--- config.mk ---
export PLATFORM = sky130hd
export DESIGN_NAME = two_level_fcfs_scheduler_unit_flat
export DESIGN_NICKNAME = d
export VERILOG_FILES = /design/src/tfs_pkg.sv /design/src/tfs_if.sv /design/src/tfs_ram.sv /design/src/tfs_alu.sv /design/src/two_level_fcfs_scheduler_unit.sv /design/src/flat_wrapper.sv
export VERILOG_INCLUDE_DIRS = /design/src /design/src/src
export SDC_FILE = /design/constraint.sdc
export NUM_CORES = 1
export LEC_CHECK = 0
export ABC_AREA = 0
export BUFFER_PORTS_ARGS = -buffer_cell sky130_fd_sc_hd__clkbuf_2
export CORE_MARGIN = 4
export CORE_UTILIZATION = 45
export DETAILED_ROUTE_END_ITERATION = 10
export PLACE_DENSITY_LB_ADDON = 0.25
export SYNTH_ARGS = -nofsm -noshare
export SYNTH_HDL_FRONTEND = slang
export SYNTH_SLANG_ARGS = --single-unit
--- constraint.sdc ---
create_clock -name clk -period 5.2 [get_ports clk]
set_input_delay 1.04 -clock clk [delete_from_list [all_inputs] [get_ports clk]]
set_output_delay 1.04 -clock clk [all_outputs]
set_load 0.01 [all_outputs]
--- src/assert_macros.svh ---
// Assertion macros shared by the scheduler RTL.
`ifndef ASSERT_MACROS_SVH
`define ASSERT_MACROS_SVH

`ifndef NO_ASSERTIONS

`define TFS_ASSERT(lbl, clk, rst_n, prop, msg) \
  lbl: assert property (@(posedge clk) disable iff (!rst_n) (prop)) else $error(msg);

`define TFS_NEVER(lbl, clk, rst_n, cond, msg) \
  lbl: assert property (@(posedge clk) disable iff (!rst_n) !(cond)) else $error(msg);

`else

`define TFS_ASSERT(lbl, clk, rst_n, prop, msg)

`define TFS_NEVER(lbl, clk, rst_n, cond, msg)

`endif

`endif

--- src/tfs_pkg.sv ---
// Constants, types and codes of the two-level FCFS scheduler.
package tfs_pkg;

  localparam int MAX_PROCS    = 16;
  localparam int TIME_IN_BITS = 16;

  localparam int IN_W    = 16;
  localparam int TIME_W  = (TIME_IN_BITS < IN_W) ? TIME_IN_BITS : IN_W;
  localparam int IDX_W   = (MAX_PROCS > 1) ? $clog2(MAX_PROCS) : 1;
  localparam int CNT_W   = $clog2(MAX_PROCS + 1);
  localparam int PID_W   = 4;
  localparam int T_W     = 21;
  localparam int S_W     = 25;
  localparam int ENTRY_W = 2 * TIME_W + 1;

  typedef enum logic [3:0] {
    ST_LOAD,
    ST_SCAN,
    ST_PICK,
    ST_FIN,
    ST_TAT,
    ST_WT,
    ST_WSUM,
    ST_TSUM,
    ST_OUT
  } state_t;

  typedef enum logic {
    ALU_ADD,
    ALU_SUB
  } alu_op_t;

  typedef struct packed {
    alu_op_t        op;
    logic [S_W-1:0] a;
    logic [S_W-1:0] b;
  } alu_req_t;

endpackage

--- src/tfs_if.sv ---
// Record and result channel interfaces of the scheduler.
interface tfs_in_if;
  logic                      valid;
  logic                      ready;
  logic [tfs_pkg::IN_W-1:0]  burst;
  logic [tfs_pkg::IN_W-1:0]  arrival;
  logic                      is_system;
  logic                      last_item;

  modport source(output valid, burst, arrival, is_system, last_item, input ready);
  modport sink(input valid, burst, arrival, is_system, last_item, output ready);
endinterface

interface tfs_out_if;
  logic                       valid;
  logic                       ready;
  logic [tfs_pkg::PID_W-1:0]  pid;
  logic                       sys_class;
  logic [tfs_pkg::T_W-1:0]    run_start;
  logic [tfs_pkg::T_W-1:0]    finish_time;
  logic [tfs_pkg::T_W-1:0]    turnaround;
  logic [tfs_pkg::T_W-1:0]    wait_res;
  logic [tfs_pkg::S_W-1:0]    total_wait;
  logic [tfs_pkg::S_W-1:0]    total_turnaround;
  logic                       final_result;

  modport source(output valid, pid, sys_class, run_start, finish_time, turnaround,
                 wait_res, total_wait, total_turnaround, final_result, input ready);
  modport sink(input valid, pid, sys_class, run_start, finish_time, turnaround,
               wait_res, total_wait, total_turnaround, final_result, output ready);
endinterface

--- src/tfs_ram.sv ---
// Single-write, single-read RAM with registered read data.
module tfs_ram #(
  parameter int WIDTH = 8,
  parameter int DEPTH = 16
) (
  input  logic                                      clk,
  input  logic                                      we,
  input  logic [((DEPTH > 1) ? $clog2(DEPTH) : 1)-1:0] waddr,
  input  logic [WIDTH-1:0]                          wdata,
  input  logic [((DEPTH > 1) ? $clog2(DEPTH) : 1)-1:0] raddr,
  output logic [WIDTH-1:0]                          rdata
);

  logic [WIDTH-1:0] mem [DEPTH];

  always_ff @(posedge clk) begin
    if (we) begin
      mem[waddr] <= wdata;
    end
  end

  always_ff @(posedge clk) begin
    rdata <= mem[raddr];
  end

endmodule

--- src/tfs_alu.sv ---
// Shared add/subtract unit for schedule arithmetic.
module tfs_alu (
  input  tfs_pkg::alu_req_t         req,
  output logic [tfs_pkg::S_W-1:0]   res
);

  always_comb begin
    case (req.op)
      tfs_pkg::ALU_ADD: res = req.a + req.b;
      tfs_pkg::ALU_SUB: res = req.a - req.b;
      default:          res = req.a;
    endcase
  end

endmodule

--- src/two_level_fcfs_scheduler_unit.sv ---
// Two-level non-preemptive FCFS scheduler: top level with sequencer and datapath.
//
// Records load at one per cycle while in_ch.ready is high; the record flagged
// last_item starts the schedule and ready stays low until the last result is
// taken. For each result the sequencer streams the one-read-port record store
// through the compare logic, picks a record, uses the shared adder in turn for
// finish, turnaround, wait and the two running sums, and then presents the
// result until out_ch.ready takes it.
`include "assert_macros.svh"

module two_level_fcfs_scheduler_unit (
  input  logic        clk,
  input  logic        rst_n,
  tfs_in_if.sink      in_ch,
  tfs_out_if.source   out_ch
);

  localparam int TW = tfs_pkg::TIME_W;
  localparam int IW = tfs_pkg::IDX_W;
  localparam int CW = tfs_pkg::CNT_W;
  localparam int T  = tfs_pkg::T_W;
  localparam int S  = tfs_pkg::S_W;

  tfs_pkg::state_t state_r, state_nxt;

  logic [CW-1:0] cnt_r, cnt_nxt;
  logic [CW-1:0] k_r, k_nxt;
  logic [tfs_pkg::MAX_PROCS-1:0] done_r, done_nxt;
  logic [T-1:0]  now_r, now_nxt;
  logic [S-1:0]  wsum_r, wsum_nxt;
  logic [S-1:0]  tsum_r, tsum_nxt;

  logic [IW-1:0] scan_idx_r, scan_idx_nxt;
  logic          issue_r, issue_nxt;
  logic          cmp_valid_r, cmp_valid_nxt;
  logic          cmp_last_r, cmp_last_nxt;
  logic [IW-1:0] cmp_idx_r, cmp_idx_nxt;

  logic          sys_found_r, sys_found_nxt;
  logic [TW-1:0] sys_arr_r, sys_arr_nxt;
  logic [TW-1:0] sys_bur_r, sys_bur_nxt;
  logic [IW-1:0] sys_idx_r, sys_idx_nxt;
  logic          usr_found_r, usr_found_nxt;
  logic [TW-1:0] usr_arr_r, usr_arr_nxt;
  logic [TW-1:0] usr_bur_r, usr_bur_nxt;
  logic [IW-1:0] usr_idx_r, usr_idx_nxt;

  logic [IW-1:0] sel_idx_r, sel_idx_nxt;
  logic          sel_cls_r, sel_cls_nxt;
  logic [TW-1:0] sel_arr_r, sel_arr_nxt;
  logic [TW-1:0] sel_bur_r, sel_bur_nxt;
  logic [T-1:0]  start_r, start_nxt;
  logic [T-1:0]  finish_r, finish_nxt;
  logic [T-1:0]  tat_r, tat_nxt;
  logic [T-1:0]  wt_r, wt_nxt;
  logic          final_r, final_nxt;

  logic                      ram_we;
  logic [tfs_pkg::ENTRY_W-1:0] ram_wdata;
  logic [tfs_pkg::ENTRY_W-1:0] ram_rdata;
  logic [TW-1:0]             rd_arr;
  logic [TW-1:0]             rd_bur;
  logic                      rd_cls;

  tfs_pkg::alu_req_t alu_req;
  logic [S-1:0]      alu_res;

  logic          sys_rdy;
  logic          usr_rdy;
  logic [TW-1:0] jmp_arr;
  logic [T-1:0]  pick_now;
  logic          take_sys;
  logic          final_xfer;

  assign ram_wdata = {in_ch.is_system, in_ch.arrival[TW-1:0], in_ch.burst[TW-1:0]};
  assign {rd_cls, rd_arr, rd_bur} = ram_rdata;
  assign ram_we = (state_r == tfs_pkg::ST_LOAD) && in_ch.valid &&
                  (cnt_r < CW'(tfs_pkg::MAX_PROCS));

  tfs_ram #(
    .WIDTH(tfs_pkg::ENTRY_W),
    .DEPTH(tfs_pkg::MAX_PROCS)
  ) u_store (
    .clk   (clk),
    .we    (ram_we),
    .waddr (cnt_r[IW-1:0]),
    .wdata (ram_wdata),
    .raddr (scan_idx_r),
    .rdata (ram_rdata)
  );

  tfs_alu u_alu (
    .req (alu_req),
    .res (alu_res)
  );

  assign sys_rdy  = sys_found_r && (T'(sys_arr_r) <= now_r);
  assign usr_rdy  = usr_found_r && (T'(usr_arr_r) <= now_r);
  assign jmp_arr  = (sys_found_r && (!usr_found_r || sys_arr_r <= usr_arr_r)) ?
                    sys_arr_r : usr_arr_r;
  assign pick_now = (sys_rdy || usr_rdy) ? now_r : T'(jmp_arr);
  assign take_sys = sys_found_r && (T'(sys_arr_r) <= pick_now);

  assign final_xfer = out_ch.valid && out_ch.ready && final_r;

  assign in_ch.ready = (state_r == tfs_pkg::ST_LOAD);

  assign out_ch.valid            = (state_r == tfs_pkg::ST_OUT);
  assign out_ch.pid              = tfs_pkg::PID_W'(sel_idx_r);
  assign out_ch.sys_class        = sel_cls_r;
  assign out_ch.run_start        = start_r;
  assign out_ch.finish_time      = finish_r;
  assign out_ch.turnaround       = tat_r;
  assign out_ch.wait_res         = wt_r;
  assign out_ch.total_wait       = wsum_r;
  assign out_ch.total_turnaround = tsum_r;
  assign out_ch.final_result     = final_r;

  always_comb begin
    state_nxt     = state_r;
    cnt_nxt       = cnt_r;
    k_nxt         = k_r;
    done_nxt      = done_r;
    now_nxt       = now_r;
    wsum_nxt      = wsum_r;
    tsum_nxt      = tsum_r;
    scan_idx_nxt  = scan_idx_r;
    issue_nxt     = issue_r;
    cmp_valid_nxt = 1'b0;
    cmp_last_nxt  = 1'b0;
    cmp_idx_nxt   = scan_idx_r;
    sys_found_nxt = sys_found_r;
    sys_arr_nxt   = sys_arr_r;
    sys_bur_nxt   = sys_bur_r;
    sys_idx_nxt   = sys_idx_r;
    usr_found_nxt = usr_found_r;
    usr_arr_nxt   = usr_arr_r;
    usr_bur_nxt   = usr_bur_r;
    usr_idx_nxt   = usr_idx_r;
    sel_idx_nxt   = sel_idx_r;
    sel_cls_nxt   = sel_cls_r;
    sel_arr_nxt   = sel_arr_r;
    sel_bur_nxt   = sel_bur_r;
    start_nxt     = start_r;
    finish_nxt    = finish_r;
    tat_nxt       = tat_r;
    wt_nxt        = wt_r;
    final_nxt     = final_r;
    alu_req.op    = tfs_pkg::ALU_ADD;
    alu_req.a     = '0;
    alu_req.b     = '0;

    case (state_r)
      tfs_pkg::ST_LOAD: begin
        if (in_ch.valid) begin
          if (ram_we) begin
            cnt_nxt = cnt_r + CW'(1);
          end
          if (in_ch.last_item) begin
            k_nxt         = '0;
            scan_idx_nxt  = '0;
            issue_nxt     = 1'b1;
            sys_found_nxt = 1'b0;
            usr_found_nxt = 1'b0;
            state_nxt     = tfs_pkg::ST_SCAN;
          end
        end
      end
      tfs_pkg::ST_SCAN: begin
        if (issue_r) begin
          cmp_valid_nxt = 1'b1;
          if (CW'(scan_idx_r) == cnt_r - CW'(1)) begin
            issue_nxt    = 1'b0;
            cmp_last_nxt = 1'b1;
          end else begin
            scan_idx_nxt = scan_idx_r + IW'(1);
          end
        end
        if (cmp_valid_r && !done_r[cmp_idx_r]) begin
          if (rd_cls) begin
            if (!sys_found_r || rd_arr < sys_arr_r) begin
              sys_found_nxt = 1'b1;
              sys_arr_nxt   = rd_arr;
              sys_bur_nxt   = rd_bur;
              sys_idx_nxt   = cmp_idx_r;
            end
          end else begin
            if (!usr_found_r || rd_arr < usr_arr_r) begin
              usr_found_nxt = 1'b1;
              usr_arr_nxt   = rd_arr;
              usr_bur_nxt   = rd_bur;
              usr_idx_nxt   = cmp_idx_r;
            end
          end
        end
        if (cmp_valid_r && cmp_last_r) begin
          state_nxt = tfs_pkg::ST_PICK;
        end
      end
      tfs_pkg::ST_PICK: begin
        now_nxt   = pick_now;
        start_nxt = pick_now;
        if (take_sys) begin
          sel_idx_nxt = sys_idx_r;
          sel_cls_nxt = 1'b1;
          sel_arr_nxt = sys_arr_r;
          sel_bur_nxt = sys_bur_r;
        end else begin
          sel_idx_nxt = usr_idx_r;
          sel_cls_nxt = 1'b0;
          sel_arr_nxt = usr_arr_r;
          sel_bur_nxt = usr_bur_r;
        end
        state_nxt = tfs_pkg::ST_FIN;
      end
      tfs_pkg::ST_FIN: begin
        alu_req.op = tfs_pkg::ALU_ADD;
        alu_req.a  = S'(start_r);
        alu_req.b  = S'(sel_bur_r);
        finish_nxt = alu_res[T-1:0];
        now_nxt    = alu_res[T-1:0];
        state_nxt  = tfs_pkg::ST_TAT;
      end
      tfs_pkg::ST_TAT: begin
        alu_req.op = tfs_pkg::ALU_SUB;
        alu_req.a  = S'(finish_r);
        alu_req.b  = S'(sel_arr_r);
        tat_nxt    = alu_res[T-1:0];
        state_nxt  = tfs_pkg::ST_WT;
      end
      tfs_pkg::ST_WT: begin
        alu_req.op = tfs_pkg::ALU_SUB;
        alu_req.a  = S'(tat_r);
        alu_req.b  = S'(sel_bur_r);
        wt_nxt     = alu_res[T-1:0];
        state_nxt  = tfs_pkg::ST_WSUM;
      end
      tfs_pkg::ST_WSUM: begin
        alu_req.op = tfs_pkg::ALU_ADD;
        alu_req.a  = wsum_r;
        alu_req.b  = S'(wt_r);
        wsum_nxt   = alu_res;
        state_nxt  = tfs_pkg::ST_TSUM;
      end
      tfs_pkg::ST_TSUM: begin
        alu_req.op           = tfs_pkg::ALU_ADD;
        alu_req.a            = tsum_r;
        alu_req.b            = S'(tat_r);
        tsum_nxt             = alu_res;
        done_nxt[sel_idx_r]  = 1'b1;
        final_nxt            = (k_r == cnt_r - CW'(1));
        state_nxt            = tfs_pkg::ST_OUT;
      end
      tfs_pkg::ST_OUT: begin
        if (out_ch.ready) begin
          if (final_r) begin
            cnt_nxt   = '0;
            done_nxt  = '0;
            now_nxt   = '0;
            wsum_nxt  = '0;
            tsum_nxt  = '0;
            state_nxt = tfs_pkg::ST_LOAD;
          end else begin
            k_nxt         = k_r + CW'(1);
            scan_idx_nxt  = '0;
            issue_nxt     = 1'b1;
            sys_found_nxt = 1'b0;
            usr_found_nxt = 1'b0;
            state_nxt     = tfs_pkg::ST_SCAN;
          end
        end
      end
      default: begin
        state_nxt = tfs_pkg::ST_LOAD;
      end
    endcase
  end

  always_ff @(posedge clk) begin
    if (!rst_n) begin
      state_r     <= tfs_pkg::ST_LOAD;
      cnt_r       <= '0;
      k_r         <= '0;
      done_r      <= '0;
      now_r       <= '0;
      wsum_r      <= '0;
      tsum_r      <= '0;
      issue_r     <= 1'b0;
      cmp_valid_r <= 1'b0;
      cmp_last_r  <= 1'b0;
      sys_found_r <= 1'b0;
      usr_found_r <= 1'b0;
      final_r     <= 1'b0;
    end else begin
      state_r     <= state_nxt;
      cnt_r       <= cnt_nxt;
      k_r         <= k_nxt;
      done_r      <= done_nxt;
      now_r       <= now_nxt;
      wsum_r      <= wsum_nxt;
      tsum_r      <= tsum_nxt;
      issue_r     <= issue_nxt;
      cmp_valid_r <= cmp_valid_nxt;
      cmp_last_r  <= cmp_last_nxt;
      sys_found_r <= sys_found_nxt;
      usr_found_r <= usr_found_nxt;
      final_r     <= final_nxt;
    end
  end

  always_ff @(posedge clk) begin
    scan_idx_r <= scan_idx_nxt;
    cmp_idx_r  <= cmp_idx_nxt;
    sys_arr_r  <= sys_arr_nxt;
    sys_bur_r  <= sys_bur_nxt;
    sys_idx_r  <= sys_idx_nxt;
    usr_arr_r  <= usr_arr_nxt;
    usr_bur_r  <= usr_bur_nxt;
    usr_idx_r  <= usr_idx_nxt;
    sel_idx_r  <= sel_idx_nxt;
    sel_cls_r  <= sel_cls_nxt;
    sel_arr_r  <= sel_arr_nxt;
    sel_bur_r  <= sel_bur_nxt;
    start_r    <= start_nxt;
    finish_r   <= finish_nxt;
    tat_r      <= tat_nxt;
    wt_r       <= wt_nxt;
  end

  `TFS_NEVER(a_no_load_during_result, clk, rst_n, in_ch.ready && out_ch.valid, "load while busy")
  `TFS_ASSERT(a_result_in_batch, clk, rst_n, out_ch.valid |-> (cnt_r != '0), "empty batch")
  `TFS_ASSERT(a_final_clears, clk, rst_n, final_xfer |=> (cnt_r == '0 && done_r == '0), "no clear")
  `TFS_ASSERT(a_done_bounded, clk, rst_n, $countones(done_r) <= int'(cnt_r), "done overflow")

endmodule
--- src/flat_wrapper.sv ---
// flat-port wrapper written by rule: the top's interface ports become plain ports
module two_level_fcfs_scheduler_unit_flat 
  (clk, rst_n, in_ch_valid, in_ch_burst, in_ch_arrival, in_ch_is_system, in_ch_last_item, in_ch_ready, out_ch_valid, out_ch_pid, out_ch_sys_class, out_ch_run_start, out_ch_finish_time, out_ch_turnaround, out_ch_wait_res, out_ch_total_wait, out_ch_total_turnaround, out_ch_final_result, out_ch_ready);
  tfs_in_if in_ch_i ();
  tfs_out_if out_ch_i ();
  input  logic clk;
  input  logic rst_n;
  input wire logic [$bits(in_ch_i.valid)-1:0] in_ch_valid;
  input wire logic [$bits(in_ch_i.burst)-1:0] in_ch_burst;
  input wire logic [$bits(in_ch_i.arrival)-1:0] in_ch_arrival;
  input wire logic [$bits(in_ch_i.is_system)-1:0] in_ch_is_system;
  input wire logic [$bits(in_ch_i.last_item)-1:0] in_ch_last_item;
  output wire logic [$bits(in_ch_i.ready)-1:0] in_ch_ready;
  output wire logic [$bits(out_ch_i.valid)-1:0] out_ch_valid;
  output wire logic [$bits(out_ch_i.pid)-1:0] out_ch_pid;
  output wire logic [$bits(out_ch_i.sys_class)-1:0] out_ch_sys_class;
  output wire logic [$bits(out_ch_i.run_start)-1:0] out_ch_run_start;
  output wire logic [$bits(out_ch_i.finish_time)-1:0] out_ch_finish_time;
  output wire logic [$bits(out_ch_i.turnaround)-1:0] out_ch_turnaround;
  output wire logic [$bits(out_ch_i.wait_res)-1:0] out_ch_wait_res;
  output wire logic [$bits(out_ch_i.total_wait)-1:0] out_ch_total_wait;
  output wire logic [$bits(out_ch_i.total_turnaround)-1:0] out_ch_total_turnaround;
  output wire logic [$bits(out_ch_i.final_result)-1:0] out_ch_final_result;
  input wire logic [$bits(out_ch_i.ready)-1:0] out_ch_ready;
  assign in_ch_i.valid = in_ch_valid;
  assign in_ch_i.burst = in_ch_burst;
  assign in_ch_i.arrival = in_ch_arrival;
  assign in_ch_i.is_system = in_ch_is_system;
  assign in_ch_i.last_item = in_ch_last_item;
  assign in_ch_ready = in_ch_i.ready;
  assign out_ch_valid = out_ch_i.valid;
  assign out_ch_pid = out_ch_i.pid;
  assign out_ch_sys_class = out_ch_i.sys_class;
  assign out_ch_run_start = out_ch_i.run_start;
  assign out_ch_finish_time = out_ch_i.finish_time;
  assign out_ch_turnaround = out_ch_i.turnaround;
  assign out_ch_wait_res = out_ch_i.wait_res;
  assign out_ch_total_wait = out_ch_i.total_wait;
  assign out_ch_total_turnaround = out_ch_i.total_turnaround;
  assign out_ch_final_result = out_ch_i.final_result;
  assign out_ch_i.ready = out_ch_ready;
  two_level_fcfs_scheduler_unit u_core (.clk(clk), .rst_n(rst_n), .in_ch(in_ch_i), .out_ch(out_ch_i));
endmodule
---- Yosys cells after proc, flatten, opt, wreduce, memory -nomap -nowiden ----
Memory sizes are Yosys's and may differ from the RTL's. A register that Yosys moved wholly into a read port is not among the register bits.
Cells that the tools add are included.
operators by class
  add/subtract/negate cells ............... 6
  $lt $le $gt $ge ......................... 10
  equal/unequal tests ..................... 24
  multiplexer cells ....................... 68
  bitwise logic cells ..................... 3
  reductions and logical operators ........ 36
operator list
  operator                                                                  count
  51-bit case mux with 5 select lines                                       1
  25-bit case mux with 2 select lines                                       3
  16-bit two-way mux                                                        5
  16-bit by 21-bit less-or-equal comparator with 1-bit output               3
  21-bit two-way mux                                                        3
  21-bit case mux with 3 select lines                                       1
  25-bit two-way mux                                                        2
  4-bit two-way mux                                                         11
  5-bit two-way mux                                                         8
  4-bit case mux with 9 select lines                                        1
  16-bit less-than comparator                                               2
  16-bit case mux with 2 select lines                                       1
  25-bit adder                                                              1
  25-bit subtractor                                                         1
  1-bit two-way mux                                                         24
  5-bit case mux with 2 select lines                                        2
  4-bit by 3-bit equality test with 1-bit output (second input constant)    4
  16-bit less-or-equal comparator                                           1
  2-bit by 1-bit inequality test with 1-bit output (second input constant)  8
  16-bit OR                                                                 1
  8-bit AND reduction                                                       2
  5-bit AND reduction                                                       3
  2-bit inequality test (second input constant)                             6
  4-bit case mux with 3 select lines                                        1
  25 further kinds                                                          52
storage, ports and cells
  register bits after elaboration ......... 308
  RAM bits ................................ 528
  bits of input ports ..................... 38
  output and inout port bits .............. 142
  logic and storage cells ................. 177
  memories ................................ 1
memory list
  memory              words  bits a word  read ports  clocked after memory_dff  wr ports  RTL line       RTL
  u_core.u_store.mem  16     33           1           1                         1         tfs_ram.sv:14  logic [WIDTH-1:0] mem [DEPTH];

---- Depth between registers and ports, before layout ----
  word-level depth ........................ 8
  depth in mapped cells ................... 23
  depth with buffers taken out ............ 19

---- By module ----
From an unflattened synthesis, not the netlist that was laid out.
unflattened totals
  cells, all modules ...................... 2719
  area total of the unflattened synthesis .. 38511.9 um^2
modules (own cells, without submodules)
  module                         times used  cells an instance  area an instance (um^2)  sequential area each (um^2)
  tfs_ram                        1           864                20629.8                  16515.8
  two_level_fcfs_scheduler_unit  1           1586               16040.4                  8137.8
  tfs_alu                        1           269                1841.8                   0.0

---- Worst setup path after synthesis ----
OpenSTA, ideal clock, no wires.
  kind .................................... reg2reg
  from .................................... reg u_core.sys_arr_r[3]
  to ...................................... reg u_core.sel_bur_r[10], data pin
  library setup time ...................... 0.260 ns
  data arrival time ....................... 4.870 ns
  data required time ...................... 4.940 ns
  slack ................................... 0.070 ns
  stages on the path, launching flop included .. 21
  buffers on the path ..................... 4
  period minus slack after synthesis ...... 5.130 ns
  path through ............................ edfxtp_1 -> ha_1 -> a21o_1 -> a21oi_1 -> o21ai_0 -> a221o_1 -> a211o_1 -> clkbuf_1 -> buf_2 -> mux2i_1 -> mux2i_1 -> inv_1 -> ha_1 -> and4_1 -> nand3_1 -> nor4_1 -> or3_1 -> o311ai_0 -> clkbuf_1 -> clkbuf_1 -> mux2_2
between the ends
  word-level cells in the longest chain between the ends .. 8
  elaborated cells on any way between the ends .. 11
  those cells by class .................... order compare (3); mux (3); reduce/logical (5)
ends and longest elaborated chain
  what                                                           RTL line                              RTL
  start: declaration                                             two_level_fcfs_scheduler_unit.sv:40   logic [TW-1:0] sys_arr_r, sys_arr_nxt;
  start signal: assignment                                       two_level_fcfs_scheduler_unit.sv:314  sys_arr_r <= sys_arr_nxt;
  16-bit less-or-equal comparator                                two_level_fcfs_scheduler_unit.sv:99   assign jmp_arr = (sys_found_r && (!usr_found_r || sys_arr_r <= usr_arr_r)) ?
  1-bit logical OR                                               two_level_fcfs_scheduler_unit.sv:99
  1-bit logical AND                                              two_level_fcfs_scheduler_unit.sv:99
  16-bit two-way mux                                             two_level_fcfs_scheduler_unit.sv:99
  21-bit two-way mux *                                           two_level_fcfs_scheduler_unit.sv:101  assign pick_now = (sys_rdy || usr_rdy) ? now_r : T'(jmp_arr);
  named net u_core.pick_now[12]                                  two_level_fcfs_scheduler_unit.sv:71   logic [T-1:0] pick_now;
  16-bit by 21-bit less-or-equal comparator with 1-bit output *  two_level_fcfs_scheduler_unit.sv:102  assign take_sys = sys_found_r && (T'(sys_arr_r) <= pick_now);
  1-bit logical AND *                                            two_level_fcfs_scheduler_unit.sv:102
  16-bit two-way mux *                                           two_level_fcfs_scheduler_unit.sv:203  if (take_sys) begin
  end signal: assignment                                         two_level_fcfs_scheduler_unit.sv:323  sel_bur_r <= sel_bur_nxt;
  end: declaration                                               two_level_fcfs_scheduler_unit.sv:51   logic [TW-1:0] sel_bur_r, sel_bur_nxt;
The timed path passes the listed nets; every way through them passes the cells marked *.
A chain may end at the register's enable or synchronous reset.

---- Final worst setup path ----
  from .................................... reg u_core.usr_arr_r[3]
  to ...................................... reg u_core.sel_bur_r[8], data pin
between the ends
  word-level cells in the longest chain between the ends .. 8
  elaborated cells on any way between the ends .. 11
  those cells by class .................... order compare (3); mux (3); reduce/logical (5)
ends and longest elaborated chain
  what                                                           RTL line                              RTL
  start: declaration                                             two_level_fcfs_scheduler_unit.sv:44   logic [TW-1:0] usr_arr_r, usr_arr_nxt;
  start signal: assignment                                       two_level_fcfs_scheduler_unit.sv:317  usr_arr_r <= usr_arr_nxt;
  16-bit less-or-equal comparator                                two_level_fcfs_scheduler_unit.sv:99
  1-bit logical OR                                               two_level_fcfs_scheduler_unit.sv:99
  1-bit logical AND                                              two_level_fcfs_scheduler_unit.sv:99
  16-bit two-way mux                                             two_level_fcfs_scheduler_unit.sv:99
  21-bit two-way mux *                                           two_level_fcfs_scheduler_unit.sv:101
  16-bit by 21-bit less-or-equal comparator with 1-bit output *  two_level_fcfs_scheduler_unit.sv:102
  1-bit logical AND *                                            two_level_fcfs_scheduler_unit.sv:102
  16-bit two-way mux *                                           two_level_fcfs_scheduler_unit.sv:203
Every way passes the cells marked *; elsewhere a longest branch is shown, timed or not.

==> impl_metrics.env <==
export IMPL_area_growth_pct=15.88
export IMPL_synth_most_common_cell="edfxtp_1"
export IMPL_grt_pass1_wl_mm=147.6
export IMPL_die_area_sq_mm=0.08711
export IMPL_clk_path_buf_depth=3
export IMPL_portBuffers=179
export IMPL_drtIter0Drc=1790
export IMPL_synth_area_leaders="edfxtp_1, mux4_2, dfxtp_1, ha_1, mux2i_1"
export IMPL_dp_hpwl_mm=65.72
export IMPL_syn_cell_area_sq_mm=0.03710
export IMPL_vias=21790
export IMPL_finalSetupViolations=0
export IMPL_synthCells=2321
export IMPL_ios=180
export IMPL_final_max_slew_viol_count=0
export IMPL_maxCapViolCount=0
export IMPL_relSlewSlack_pct=27.46
export IMPL_num_nets_final=2752
export IMPL_grt_pass1_vias=22230
export IMPL_setup_tns_final_ns=0
export IMPL_fin_crit_sh_pct=96.31
export IMPL_syn_nets=2485
export IMPL_place_congestion=0.9524
export IMPL_use_met1_pct=30.17
export IMPL_synthTopCellsByCount="edfxtp_1, mux4_2, dfxtp_1"
export IMPL_start_util_pct=45.33
export IMPL_p_comb_share_pct=8.7
export IMPL_cts_tree="yes"
export IMPL_dieHeight_um=295.1
export IMPL_holdPathStages=0
export IMPL_clkPwrFrac_pct=41.1
export IMPL_rows=105
export IMPL_clk_pin_slew_ns=0.06
export IMPL_post_route_util_pct=52.53
export IMPL_synth_top_cell_by_area="edfxtp_1"
export IMPL_use_met3_pct=3.861
export IMPL_p_sw_share_pct=23.35
export IMPL_crit_path_end_kind="register"
export IMPL_fin_cells=3738
export IMPL_cp_required_ns=5.57
export IMPL_fin_crit_ns=5.008
export IMPL_seqPwrFrac_pct=50.2
export IMPL_drive_above_1_share_pct=25.32
export IMPL_intPower_w=0.01200
export IMPL_cts_sinks=869
export IMPL_insertion_delay_ns=0.66
export IMPL_switchingPower_w=0.003655
export IMPL_ir_drop_mv=0.2831
export IMPL_ys_ff_latch=869
export IMPL_synth_seq_area_share_pct=66.45
export IMPL_worst_r2r_cell_count=22
export IMPL_grt_usage_pct=22.85
export IMPL_dr_pass1_iters=5
export IMPL_async_reset_ff_share_pct=0
export IMPL_cp_max_fo=9
export IMPL_hp_class="reg2reg"
export IMPL_synth_main_ff_cell="edfxtp_1"
export IMPL_critPathLaunchType="register"
export IMPL_cts_made_buffers=91
export IMPL_p_leak_nw=15.29
export IMPL_fillers=6677
export IMPL_yosysUniqueCellTypes=77
export IMPL_fp_coreArea_sq_mm=0.08185
export IMPL_synth_edff_count=725
export IMPL_htree_levels=3
export IMPL_worst_slack_ns=0.1920
export IMPL_die_w_um=295.1
export IMPL_outcome="finished clean"
export IMPL_top_usage_layer="met2"
export IMPL_rsz0062_at_grt="yes"
export IMPL_grt_max_degree=137
export IMPL_antenna_found_initial=5
export IMPL_wl_mm=99.72
export IMPL_whs_ns=0.4328
export IMPL_fmax_ghz=0.1997
export IMPL_ant_nets=0
export IMPL_fin_skew_ns=0.05467
export IMPL_dp_cells=3561
export IMPL_synth_top_area_share_pct=58.68
export IMPL_ys_warn_count=0
export IMPL_cts_root_buf="clkbuf_16"
export IMPL_critPathArrivalTime_ns=5.38
export IMPL_pre_cts_slack_ns=-0.04840
export IMPL_grt_use_met2_pct=39.28
export IMPL_p_per_area_mw_per_mm2=364.0
export IMPL_avgSynthCellArea_sq_um=15.99
export IMPL_drc_errors=0
export IMPL_worstSetupPathType="reg2reg"
export IMPL_vias_per_cell=5.830
export IMPL_grt_overflow=0
export IMPL_wl_per_cell_um=26.68
export IMPL_worstMarginPinSlew_ns=1.086
export IMPL_finalHoldViolations=0
[cells by family after synthesis]
group	Yosys count	share of synthesized area (%)
flops	869	66.45
simple gates	433	5.783
compound gates	365	6.711
mux	275	13.28
buf+inv	191	2.023
fa+ha+maj	126	4.269
xor+xnor	62	1.484
[final timing paths]
kind	to	from	slack, ns
worst min register to register	u_core.sys_bur_r[15]	u_core.u_store.rdata[15]	0.43
worst min-delay path	u_core.sys_bur_r[15]	u_core.u_store.rdata[15]	0.43
worst max register to register	u_core.sel_bur_r[8]	u_core.usr_arr_r[3]	0.19
worst max-delay path	u_core.sel_bur_r[8]	u_core.usr_arr_r[3]	0.19
[timing repair]
item | in CTS | in global routing
cloned | 0 | 2
buffers inserted | 0 | 2
resized for setup | 1 | 12
pin swaps | 0 | 1
setup endpoints to repair | 18 | 37
hold buffers | 0 | 0
[critical path, cell delays in order, from the launching register on]
cell	delay [ns]
edfxtp_1	0.42
inv_1	0.13
ha_1	0.25
a21o_1	0.18
a21oi_1	0.20
o21ai_0	0.12
a221o_1	0.37
a211o_4	0.41
buf_4	0.22
mux2i_1	0.22
mux2i_2	0.13
ha_1	0.32
nor2b_1	0.14
o21a_1	0.16
o21a_1	0.17
o21a_1	0.16
o21ai_0	0.17
a21oi_1	0.11
nor2_2	0.16
o311ai_4	0.12
buf_12	0.17
clkbuf_16	0.16
mux2_2	0.27
[stage by stage]
step                power, W  area (sq um)
global route         0.01621         42990
CTS                  0.01577         42880
finish               0.01565         42990
floorplan           0.008822         37100
detailed placement  0.009344         39880
global placement    0.009311         39880
[layer usage]
metal / up-vias / wire length [um] / part of all wire (%)
li1: 9653 / - / -
met1: 11230 / 40940 / 41
met2: 721 / 50260 / 50
met3: 187 / 5579 / 5.6
met4: 4 / 2919 / 2.9
met5: - / 19 / 0.019
[state kept, by name, summed over array words and instances (netlist names), 21 cells and up]
signal and flops:
u_core.u_store.mem 528, u_core.out_ch.wait_res 21, u_core.now_r 21, u_core.out_ch.total_wait 25, u_core.out_ch.run_start 21, u_core.out_ch.turnaround 21
u_core.out_ch.finish_time 21, u_core.out_ch.total_turnaround 25, u_core.u_store.rdata 33
[layout make-up]
type,count,area [sq um],share of cell area [%]
Clock inverter,54,566.8,1.318
Antenna cell,2,5.005,0.01164
Timing Repair Buffer,278,1755,4.083
Tap cell,1070,1339,3.114
Clock buffer,117,2435,5.663
Multi-Input combinational cell,1261,11910,27.70
Sequential cell,869,24650,57.35
Inverter,87,326.6,0.7596
[power groups by stage]
| stage | sequential (W) | clock (W) | combinational [W] |
|---|---|---|---|
| 3_5_place_dp | 0.00800 | 0 | 0.00134 |
| 2_1_floorplan | 0.00796 | 0 | 0.000866 |
| 3_3_place_gp | 0.00799 | 0 | 0.00132 |
| 5_1_grt | 0.00786 | 0.00688 | 0.00147 |
| 6_report | 0.00786 | 0.00644 | 0.00136 |
| 4_1_cts | 0.00786 | 0.00656 | 0.00135 |
[layout by cell type (no fill, tap or decap), types with 88 or more instances in the layout]
cell type / netlist / layout
buf_4: 2 / 89
edfxtp_1: 725 / 725
nor2_1: 111 / 93
clkbuf_16: 0 / 92
clkbuf_2: 0 / 179
dfxtp_1: 144 / 143
ha_1: 125 / 125
mux4_2: 170 / 170
nand2_1: 112 / 112
a21oi_1: 88 / 88
No activity file was read; power rests on OpenSTA's default activity.
